$ cat config.mk
export PLATFORM = sky130hd
export DESIGN_NAME = hash64_sha1_style_core
export DESIGN_NICKNAME = d
export VERILOG_FILES = /design/src/design/h64s_pkg.sv /design/src/design/h64s_front.sv /design/src/design/h64s_back.sv /design/src/design/hash64_sha1_style_core.sv
export SDC_FILE = /design/constraint.sdc
export NUM_CORES = 2
export LEC_CHECK = 0
export BUFFER_PORTS_ARGS = -buffer_cell sky130_fd_sc_hd__buf_2
export CAP_MARGIN = 20
export CORE_UTILIZATION = 63
export DETAILED_ROUTE_END_ITERATION = 10
export PLACE_DENSITY = 0.8
export SYNTH_ARGS = -nofsm -noshare
export SYNTH_HDL_FRONTEND = slang
export SYNTH_SLANG_ARGS = --single-unit
$ cat constraint.sdc
create_clock -name aclk -period 15.67 [get_ports aclk]
set_input_delay 2.3505 -clock aclk [delete_from_list [all_inputs] [get_ports aclk]]
set_output_delay 2.3505 -clock aclk [all_outputs]
set_load 0.02 [all_outputs]
$ cat src/design/h64s_pkg.sv
`default_nettype none
// ----------------------------------------------------------------------------
// h64s_pkg
// Shared types, constants and round functions of the 64-bit SHA-1 style hash.
// ----------------------------------------------------------------------------
package h64s_pkg;

    localparam int QDEPTH = 2;
    localparam int QPTR_W = 1;
    localparam int QCNT_W = 2;

    localparam logic [31:0] INIT_HIGH = 32'h12345678;
    localparam logic [31:0] INIT_LOW  = 32'h90abcdef;

    localparam logic [31:0] K_CHOOSE = 32'h5a827999;
    localparam logic [31:0] K_PAR1   = 32'h6ed9eba1;
    localparam logic [31:0] K_MAJ    = 32'h8f1bbcdc;
    localparam logic [31:0] K_PAR2   = 32'hca62c1d6;

    localparam logic [7:0] PAD_MARK = 8'h80;
    localparam logic [7:0] PAD_ZERO = 8'h00;

    localparam logic [5:0] FILL_LAST  = 6'd63;
    localparam logic [5:0] FILL_LEN   = 6'd56;
    localparam logic [5:0] FILL_SIXTH = 6'd61;

    localparam logic [6:0] ROUND_LAST  = 7'd79;
    localparam logic [6:0] ROUND_SCHED = 7'd16;
    localparam logic [6:0] ROUND_PAR1  = 7'd20;
    localparam logic [6:0] ROUND_MAJ   = 7'd40;
    localparam logic [6:0] ROUND_PAR2  = 7'd60;

    localparam int WIN_DEPTH = 16;

    typedef struct packed {
        logic       finish;
        logic [7:0] data;
    } item_t;

    function automatic logic [31:0] round_f(input logic [6:0] r, input logic [31:0] b,
                                            input logic [31:0] c, input logic [31:0] w);
        logic [31:0] f;
        if (r < ROUND_PAR1) begin
            f = (b & c) | (~b & w);
        end else if (r >= ROUND_MAJ && r < ROUND_PAR2) begin
            f = (b & c) | (b & w) | (c & w);
        end else begin
            f = b ^ c ^ w;
        end
        return f;
    endfunction

    function automatic logic [31:0] round_k(input logic [6:0] r);
        logic [31:0] k;
        if (r < ROUND_PAR1) begin
            k = K_CHOOSE;
        end else if (r < ROUND_MAJ) begin
            k = K_PAR1;
        end else if (r < ROUND_PAR2) begin
            k = K_MAJ;
        end else begin
            k = K_PAR2;
        end
        return k;
    endfunction

endpackage
`default_nettype wire

$ cat src/design/h64s_front.sv
`default_nettype none
// ----------------------------------------------------------------------------
// h64s_front
// Input side: takes words, tags them as data or finish, and buffers them in a
// two-entry queue toward the compression engine.
// ----------------------------------------------------------------------------
module h64s_front (
    input  wire logic           aclk,
    input  wire logic           aresetn,
    input  wire logic           s_valid,
    output logic                s_ready,
    input  wire logic           s_action,
    input  wire logic [7:0]     s_data_byte,
    output logic                q_valid,
    output h64s_pkg::item_t     q_item,
    input  wire logic           q_ready
);

    h64s_pkg::item_t                mem_reg [h64s_pkg::QDEPTH];
    logic [h64s_pkg::QPTR_W-1:0]    wr_ptr_reg, wr_ptr_next;
    logic [h64s_pkg::QPTR_W-1:0]    rd_ptr_reg, rd_ptr_next;
    logic [h64s_pkg::QCNT_W-1:0]    count_reg, count_next;
    logic                           push;
    logic                           pop;
    h64s_pkg::item_t                item_in;

    assign s_ready = (count_reg != h64s_pkg::QCNT_W'(h64s_pkg::QDEPTH));
    assign q_valid = (count_reg != '0);
    assign q_item  = mem_reg[rd_ptr_reg];
    assign push    = s_valid && s_ready;
    assign pop     = q_valid && q_ready;

    always_comb begin
        item_in.finish = s_action;
        item_in.data   = s_data_byte;
        wr_ptr_next    = push ? wr_ptr_reg + 1'b1 : wr_ptr_reg;
        rd_ptr_next    = pop ? rd_ptr_reg + 1'b1 : rd_ptr_reg;
        count_next     = count_reg;
        if (push && !pop) begin
            count_next = count_reg + 1'b1;
        end else if (pop && !push) begin
            count_next = count_reg - 1'b1;
        end
    end

    always_ff @(posedge aclk) begin
        if (!aresetn) begin
            wr_ptr_reg <= '0;
            rd_ptr_reg <= '0;
            count_reg  <= '0;
        end else begin
            wr_ptr_reg <= wr_ptr_next;
            rd_ptr_reg <= rd_ptr_next;
            count_reg  <= count_next;
        end
    end

    always_ff @(posedge aclk) begin
        if (push) begin
            mem_reg[wr_ptr_reg] <= item_in;
        end
    end

endmodule
`default_nettype wire

$ cat src/design/h64s_back.sv
`default_nettype none
// ----------------------------------------------------------------------------
// h64s_back
// Compression engine: packs bytes into the 16-word window, generates padding,
// runs 80 rounds one per cycle and holds the digest in an output register.
// ----------------------------------------------------------------------------
module h64s_back (
    input  wire logic           aclk,
    input  wire logic           aresetn,
    input  wire logic           q_valid,
    input  wire h64s_pkg::item_t q_item,
    output logic                q_ready,
    output logic                m_valid,
    input  wire logic           m_ready,
    output logic [63:0]         m_digest
);

    localparam logic [2:0] ST_IDLE  = 3'd0;
    localparam logic [2:0] ST_PAD   = 3'd1;
    localparam logic [2:0] ST_ROUND = 3'd2;
    localparam logic [2:0] ST_FOLD  = 3'd3;
    localparam logic [2:0] ST_OUT   = 3'd4;

    localparam logic [2:0] PH_MARK = 3'd0;
    localparam logic [2:0] PH_ZERO = 3'd1;
    localparam logic [2:0] PH_SIX  = 3'd2;
    localparam logic [2:0] PH_HI   = 3'd3;
    localparam logic [2:0] PH_LO   = 3'd4;
    localparam logic [2:0] PH_DONE = 3'd5;

    logic [2:0]     state_reg, state_next;
    logic [2:0]     phase_reg, phase_next;
    logic           padding_reg, padding_next;
    logic [5:0]     fill_reg, fill_next;
    logic [12:0]    msg_reg, msg_next;
    logic [15:0]    bits_reg, bits_next;
    logic [6:0]     round_reg, round_next;
    logic [31:0]    chain_h_reg, chain_h_next;
    logic [31:0]    chain_l_reg, chain_l_next;
    logic [31:0]    work_a_reg, work_a_next;
    logic [31:0]    work_b_reg, work_b_next;
    logic [31:0]    win_reg [h64s_pkg::WIN_DEPTH];
    logic [31:0]    win_next [h64s_pkg::WIN_DEPTH];
    logic           m_valid_reg, m_valid_next;
    logic [63:0]    m_digest_reg, m_digest_next;

    logic           push_en;
    logic [7:0]     push_byte;
    logic           round_en;
    logic [31:0]    sched_x;
    logic [31:0]    w_t;
    logic           out_free;

    assign q_ready  = (state_reg == ST_IDLE);
    assign m_valid  = m_valid_reg;
    assign m_digest = m_digest_reg;
    assign out_free = !m_valid_reg || m_ready;
    assign round_en = (state_reg == ST_ROUND);

    assign sched_x = win_reg[13] ^ win_reg[8] ^ win_reg[2] ^ win_reg[0];
    assign w_t     = (round_reg < h64s_pkg::ROUND_SCHED) ? win_reg[0]
                                                        : {sched_x[30:0], sched_x[31]};

    always_comb begin
        state_next    = state_reg;
        phase_next    = phase_reg;
        padding_next  = padding_reg;
        fill_next     = fill_reg;
        msg_next      = msg_reg;
        bits_next     = bits_reg;
        round_next    = round_reg;
        chain_h_next  = chain_h_reg;
        chain_l_next  = chain_l_reg;
        work_a_next   = work_a_reg;
        work_b_next   = work_b_reg;
        m_digest_next = m_digest_reg;
        m_valid_next  = m_valid_reg && !m_ready;
        push_en       = 1'b0;
        push_byte     = h64s_pkg::PAD_ZERO;

        unique case (state_reg)
            ST_IDLE: begin
                if (q_valid) begin
                    if (q_item.finish) begin
                        bits_next    = {msg_reg, 3'b000};
                        padding_next = 1'b1;
                        phase_next   = PH_MARK;
                        state_next   = ST_PAD;
                    end else begin
                        push_en   = 1'b1;
                        push_byte = q_item.data;
                        msg_next  = msg_reg + 1'b1;
                    end
                end
            end
            ST_PAD: begin
                unique case (phase_reg)
                    PH_MARK: begin
                        push_en    = 1'b1;
                        push_byte  = h64s_pkg::PAD_MARK;
                        phase_next = PH_ZERO;
                    end
                    PH_ZERO: begin
                        if (fill_reg == h64s_pkg::FILL_LEN) begin
                            phase_next = PH_SIX;
                        end else begin
                            push_en = 1'b1;
                        end
                    end
                    PH_SIX: begin
                        push_en = 1'b1;
                        if (fill_reg == h64s_pkg::FILL_SIXTH) begin
                            phase_next = PH_HI;
                        end
                    end
                    PH_HI: begin
                        push_en    = 1'b1;
                        push_byte  = bits_reg[15:8];
                        phase_next = PH_LO;
                    end
                    PH_LO: begin
                        push_en    = 1'b1;
                        push_byte  = bits_reg[7:0];
                        phase_next = PH_DONE;
                    end
                    default: begin
                        phase_next = PH_DONE;
                    end
                endcase
            end
            ST_ROUND: begin
                work_a_next = h64s_pkg::round_f(round_reg, work_a_reg, work_b_reg, w_t)
                              + h64s_pkg::round_k(round_reg);
                work_b_next = {work_a_reg[1:0], work_a_reg[31:2]};
                round_next  = round_reg + 1'b1;
                if (round_reg == h64s_pkg::ROUND_LAST) begin
                    round_next = '0;
                    state_next = ST_FOLD;
                end
            end
            ST_FOLD: begin
                chain_h_next = chain_h_reg + work_a_reg;
                chain_l_next = chain_l_reg + work_b_reg;
                priority if (!padding_reg) begin
                    state_next = ST_IDLE;
                end else if (phase_reg == PH_DONE) begin
                    state_next = ST_OUT;
                end else begin
                    state_next = ST_PAD;
                end
            end
            ST_OUT: begin
                if (out_free) begin
                    m_valid_next  = 1'b1;
                    m_digest_next = {chain_h_reg, chain_l_reg};
                    chain_h_next  = h64s_pkg::INIT_HIGH;
                    chain_l_next  = h64s_pkg::INIT_LOW;
                    msg_next      = '0;
                    fill_next     = '0;
                    padding_next  = 1'b0;
                    state_next    = ST_IDLE;
                end
            end
            default: begin
                state_next = ST_IDLE;
            end
        endcase

        if (push_en) begin
            fill_next = fill_reg + 1'b1;
            if (fill_reg == h64s_pkg::FILL_LAST) begin
                work_a_next = chain_h_reg;
                work_b_next = chain_l_reg;
                round_next  = '0;
                state_next  = ST_ROUND;
            end
        end
    end

    // window moves a byte per push, a word per round
    always_comb begin
        for (int i = 0; i < h64s_pkg::WIN_DEPTH; i++) begin
            win_next[i] = win_reg[i];
        end
        if (push_en) begin
            for (int i = 0; i < h64s_pkg::WIN_DEPTH - 1; i++) begin
                win_next[i] = {win_reg[i][23:0], win_reg[i+1][31:24]};
            end
            win_next[h64s_pkg::WIN_DEPTH-1] = {win_reg[h64s_pkg::WIN_DEPTH-1][23:0], push_byte};
        end else if (round_en) begin
            for (int i = 0; i < h64s_pkg::WIN_DEPTH - 1; i++) begin
                win_next[i] = win_reg[i+1];
            end
            win_next[h64s_pkg::WIN_DEPTH-1] = w_t;
        end
    end

    always_ff @(posedge aclk) begin
        if (!aresetn) begin
            state_reg   <= ST_IDLE;
            phase_reg   <= PH_MARK;
            padding_reg <= 1'b0;
            fill_reg    <= '0;
            msg_reg     <= '0;
            round_reg   <= '0;
            chain_h_reg <= h64s_pkg::INIT_HIGH;
            chain_l_reg <= h64s_pkg::INIT_LOW;
            m_valid_reg <= 1'b0;
        end else begin
            state_reg   <= state_next;
            phase_reg   <= phase_next;
            padding_reg <= padding_next;
            fill_reg    <= fill_next;
            msg_reg     <= msg_next;
            round_reg   <= round_next;
            chain_h_reg <= chain_h_next;
            chain_l_reg <= chain_l_next;
            m_valid_reg <= m_valid_next;
        end
    end

    always_ff @(posedge aclk) begin
        bits_reg     <= bits_next;
        work_a_reg   <= work_a_next;
        work_b_reg   <= work_b_next;
        m_digest_reg <= m_digest_next;
        for (int i = 0; i < h64s_pkg::WIN_DEPTH; i++) begin
            win_reg[i] <= win_next[i];
        end
    end

endmodule
`default_nettype wire

$ cat src/design/hash64_sha1_style_core.sv
`default_nettype none
// Data word: a 64th byte starts a compression of 80 rounds, one per cycle,
// followed by the chaining add.
// Finish word: padding pushes the mark byte, zero bytes and the bit length,
// with one or two compressions; ST_OUT registers the digest once the output is free.
// The two-entry queue takes up to two words while the engine is busy, then drops s_ready.
// Synchronous active-low reset restores the initial chaining words and clears counts.
// ----------------------------------------------------------------------------
// hash64_sha1_style_core
// Byte-serial 64-bit SHA-1 style hash: input queue plus compression engine.
// ----------------------------------------------------------------------------
module hash64_sha1_style_core (
    input  wire logic           aclk,
    input  wire logic           aresetn,
    input  wire logic           s_valid,
    output logic                s_ready,
    input  wire logic           s_action,
    input  wire logic [7:0]     s_data_byte,
    output logic                m_valid,
    input  wire logic           m_ready,
    output logic [63:0]         m_digest
);

    logic               q_valid;
    logic               q_ready;
    h64s_pkg::item_t    q_item;

    h64s_front u_front (
        .aclk        (aclk),
        .aresetn     (aresetn),
        .s_valid     (s_valid),
        .s_ready     (s_ready),
        .s_action    (s_action),
        .s_data_byte (s_data_byte),
        .q_valid     (q_valid),
        .q_item      (q_item),
        .q_ready     (q_ready)
    );

    h64s_back u_back (
        .aclk     (aclk),
        .aresetn  (aresetn),
        .q_valid  (q_valid),
        .q_item   (q_item),
        .q_ready  (q_ready),
        .m_valid  (m_valid),
        .m_ready  (m_ready),
        .m_digest (m_digest)
    );

endmodule
`default_nettype wire

==> summary.md <==
* RSZ-0062 raised after global routing: false
* worst reg2reg path endpoint: u_back.win_reg[0][207]
* total clock sinks: 774
* post-synthesis cell count: 4131
* count of H-tree levels built during CTS: 3
* launch instance of the worst register-to-register path: u_back.state_reg[1]
* Die Wd: 249 µm
* number of global-route vias before repair: 26700
* largest fanout of any net on the critical path: 204
* category of the worst setup path capture point: flop
* Setup TNS: 0 ps
* number of warning messages in the yosys log: 0
* minimum setup slack among reg-to-reg paths: 10100 ps
* amount of wire on met3 after detailed routing: 6.28 mm
* top cell type's share of synthesized area: 47.4%
* global router's overall resource usage: 28.4%
* total wirelength of the detailed-routed design: 88.7 mm
* top routing layer used: met5
* number of DRC violations after detailed-routing iteration 0: 3027
* slew at the pin closest to its max-slew limit: 1240 ps
* placed insts: 4822
* top-count cell post-synth: sky130_fd_sc_hd__nand2_1
* number of maximum-capacitance violations: 0
* achievable frequency: 180 MHz
* floorplan core area: 60400 µm²
* Layout Area Growth over Synthesis: 9.29%
* tightest slew margin relative to the limit: 17.6%
* final antenna-violating net count: 0
* worst-case hold path end point: u_back.bits_reg[15]
* via count: 28800
* post-route non-filler standard cell count: 4974
* final clock period utilization by the worst path: 35.5%
* detailed-placement wirelength estimate: 58.5 mm
* Final Hold Violating Endpoints: 0
* crit path launch type: flop
* post_cts resized: 0
* number of port buffers: 78
* count of cell types in the netlist: 81
* static leakage: 0.0173 µW
* highest ir drop seen on vdd: 0.210 mV
* number of nets at the end of the flow: 4268
* average wire length per cell after detail routing: 17.8 µm
* largest net degree at the start of global routing: 254
* pins over their slew limit: 0
* Inserted Clock Buffers: 82
* buffer count from post-CTS setup fixing: 0
* asr flop ratio synth: 0%
* mapped cell area: 38500 µm²
* number of rows in the core area: 90
* proportion of synthesized chip area in sequential cells: 56.1%
* count of cells along the worst register-to-register path: 8
* number of synthesized flops with an enable pin: 607
* max FFs per register: 512
* fraction of final layout cells sized beyond drive strength 1: 6.18%
* maximum count of clock buffers along a single path: 3
* number of antenna violations at the first check in global routing: 5
* detailed-routed wire length on met2: 40.7 mm
* M1 wire length: 38.4 mm
* # DRC: 0
* Most used DFF post-synth: sky130_fd_sc_hd__edfxtp_1
* required time of the critical path: 15910 ps
* leading post-synthesis cells by instance count: sky130_fd_sc_hd__nand2_1 (1689), sky130_fd_sc_hd__edfxtp_1 (607), sky130_fd_sc_hd__a21oi_1 (270), sky130_fd_sc_hd__nor2_1 (213), sky130_fd_sc_hd__clkbuf_1 (173)
* number of register bits inferred by synthesis: 774
* run status: completed
* Worst-Skew Late Latency: 650 ps
* grt ovf: 0
* post-synthesis area per instance: 9.31 µm²
* number of primary I/O pins: 79
* routability-driven placement congestion ratio: 0.967
* startpoint of the lowest-slack hold path: u_back.msg_reg[12]
* crit path DAT: 5820 ps
* first-pass GRT wire length: 140 mm
* Synth Net Count: 4273
* vertical die dimension: 249 µm
* number of stages on the worst hold path: 0
* worst setup path category: flop to flop
* Initial Utilization: 63.7%
* Synth area leader: sky130_fd_sc_hd__edfxtp_1
* Post-Route Skew: 26.0 ps
* iteration count of the initial detailed-routing pass: 6
* die footprint: 62000 µm²
* buffer cell driving the clock tree root: sky130_fd_sc_hd__clkbuf_16
* type of the most critical hold path: flop to flop
* number of antenna cells inserted: 0
* Power Dens Cells: 225 nW/µm²
* Clock transition at path regs: 60 ps
* worst hold margin: 464 ps
* cells taking the most area after synthesis: sky130_fd_sc_hd__edfxtp_1 (47%), sky130_fd_sc_hd__nand2_1 (16%), sky130_fd_sc_hd__dfxtp_1 (8.7%)
* CTS hold repair buffers: 0
* clock tree from TritonCTS: built
* final setup violation count: 0
* final critical path time including I/O delays and setup: 5570 ps
* DR vias/cell: 5.80
==> logic make-up after synthesis <==
kind of cell    count (synthesis)  synth area share (%)
mux                            23                 0.618
flops                         774                  56.1
fa+ha+maj                     129                  4.88
xor+xnor                      185                  4.21
compound gates                628                  9.62
buf+inv                       297                  2.99
simple gates                 2095                  21.6
==> report_power, final <==
part           leakage (µW)  switching [µW]  internal (µW)  total (µW)
sequential          0.00704             577           3610        4190
clock               0.00130             825           1090        1910
combinational       0.00899            2240           1100        3340
total                0.0173            3640           5800        9440
==> area by class of cell <==
type / count / area, µm²
fillers: 4507 / 18300
clock inverters: 46 / 442
clock buffers: 104 / 2210
repair buffers: 110 / 696
flip-flops and latches: 774 / 21600
inverters: 98 / 368
multi-input cells: 3060 / 15800
well taps: 782 / 978
==> worst max-delay path by stage <==
stage	from	to	slack, ps	cells after the start
after floorplan	flop	u_back.win_reg[0][0]	1710	8
after global placement	flop	u_back.win_reg[1][45]	10110	7
after detailed placement	flop	u_back.win_reg[1][61]	10070	7
after CTS	flop	u_back.win_reg[0][143]	10070	7
after global routing	u_back.win_reg[0][95]	u_back.work_a_reg[30]	9650	21
final	u_back.state_reg[1]	u_back.win_reg[0][207]	10100	8
==> critical path: stages (launching register included) <==
cell and delay [ps]:
sky130_fd_sc_hd__dfxtp_1 380, sky130_fd_sc_hd__nor3_1 280, sky130_fd_sc_hd__o21ai_1 190, sky130_fd_sc_hd__nand2b_1 480, sky130_fd_sc_hd__and2_4 310, sky130_fd_sc_hd__nand2_4 730, sky130_fd_sc_hd__buf_12 700, sky130_fd_sc_hd__buf_4 900
sky130_fd_sc_hd__buf_4 890
==> through the flow <==
stage                     cell area [µm²]  utilization [%]  power, µW  setup slack (ps)
after detailed placement            39300             65.2       7480             10070
after global routing                42000             69.6      10100              9650
after CTS                           42000             69.6       9430             10070
after global placement              39300             65.2       7360             10110
after floorplan                     38500                -       6900              1710
final                               42000             69.6       9440             10100
==> layer usage <==
layer,GRT usage [%],up-vias
met2,44.3,966
li1,-,14000
met5,0,-
met4,10.2,4
met3,4.79,202
met1,40.4,13700
==> cells in the final DEF, fill, tap and decap left out, types with 12 or more instances in the layout <==
master	count
sky130_fd_sc_hd__clkinv_1	13
sky130_fd_sc_hd__fa_1	35
sky130_fd_sc_hd__nand2_1	1687
sky130_fd_sc_hd__nor2b_1	15
sky130_fd_sc_hd__a21oi_1	270
sky130_fd_sc_hd__buf_4	28
sky130_fd_sc_hd__nand4_1	12
sky130_fd_sc_hd__clkbuf_1	16
sky130_fd_sc_hd__and3_1	19
sky130_fd_sc_hd__o21ai_0	152
sky130_fd_sc_hd__a22oi_1	13
sky130_fd_sc_hd__xor2_1	44
sky130_fd_sc_hd__clkinv_2	20
sky130_fd_sc_hd__nor3_1	37
sky130_fd_sc_hd__o21a_1	16
sky130_fd_sc_hd__buf_2	78
sky130_fd_sc_hd__nand2b_1	14
sky130_fd_sc_hd__ha_1	94
sky130_fd_sc_hd__a31oi_1	16
sky130_fd_sc_hd__a211oi_1	20
sky130_fd_sc_hd__xnor2_1	141
sky130_fd_sc_hd__a21o_1	39
sky130_fd_sc_hd__nor2_1	213
sky130_fd_sc_hd__mux2i_1	20
sky130_fd_sc_hd__edfxtp_1	607
sky130_fd_sc_hd__o22ai_1	12
sky130_fd_sc_hd__clkbuf_16	83
sky130_fd_sc_hd__o21ai_1	18
sky130_fd_sc_hd__inv_1	93
sky130_fd_sc_hd__dfxtp_1	167
sky130_fd_sc_hd__nand3_1	41
sky130_fd_sc_hd__or3_1	13
(Power assumes the default switching activity.)
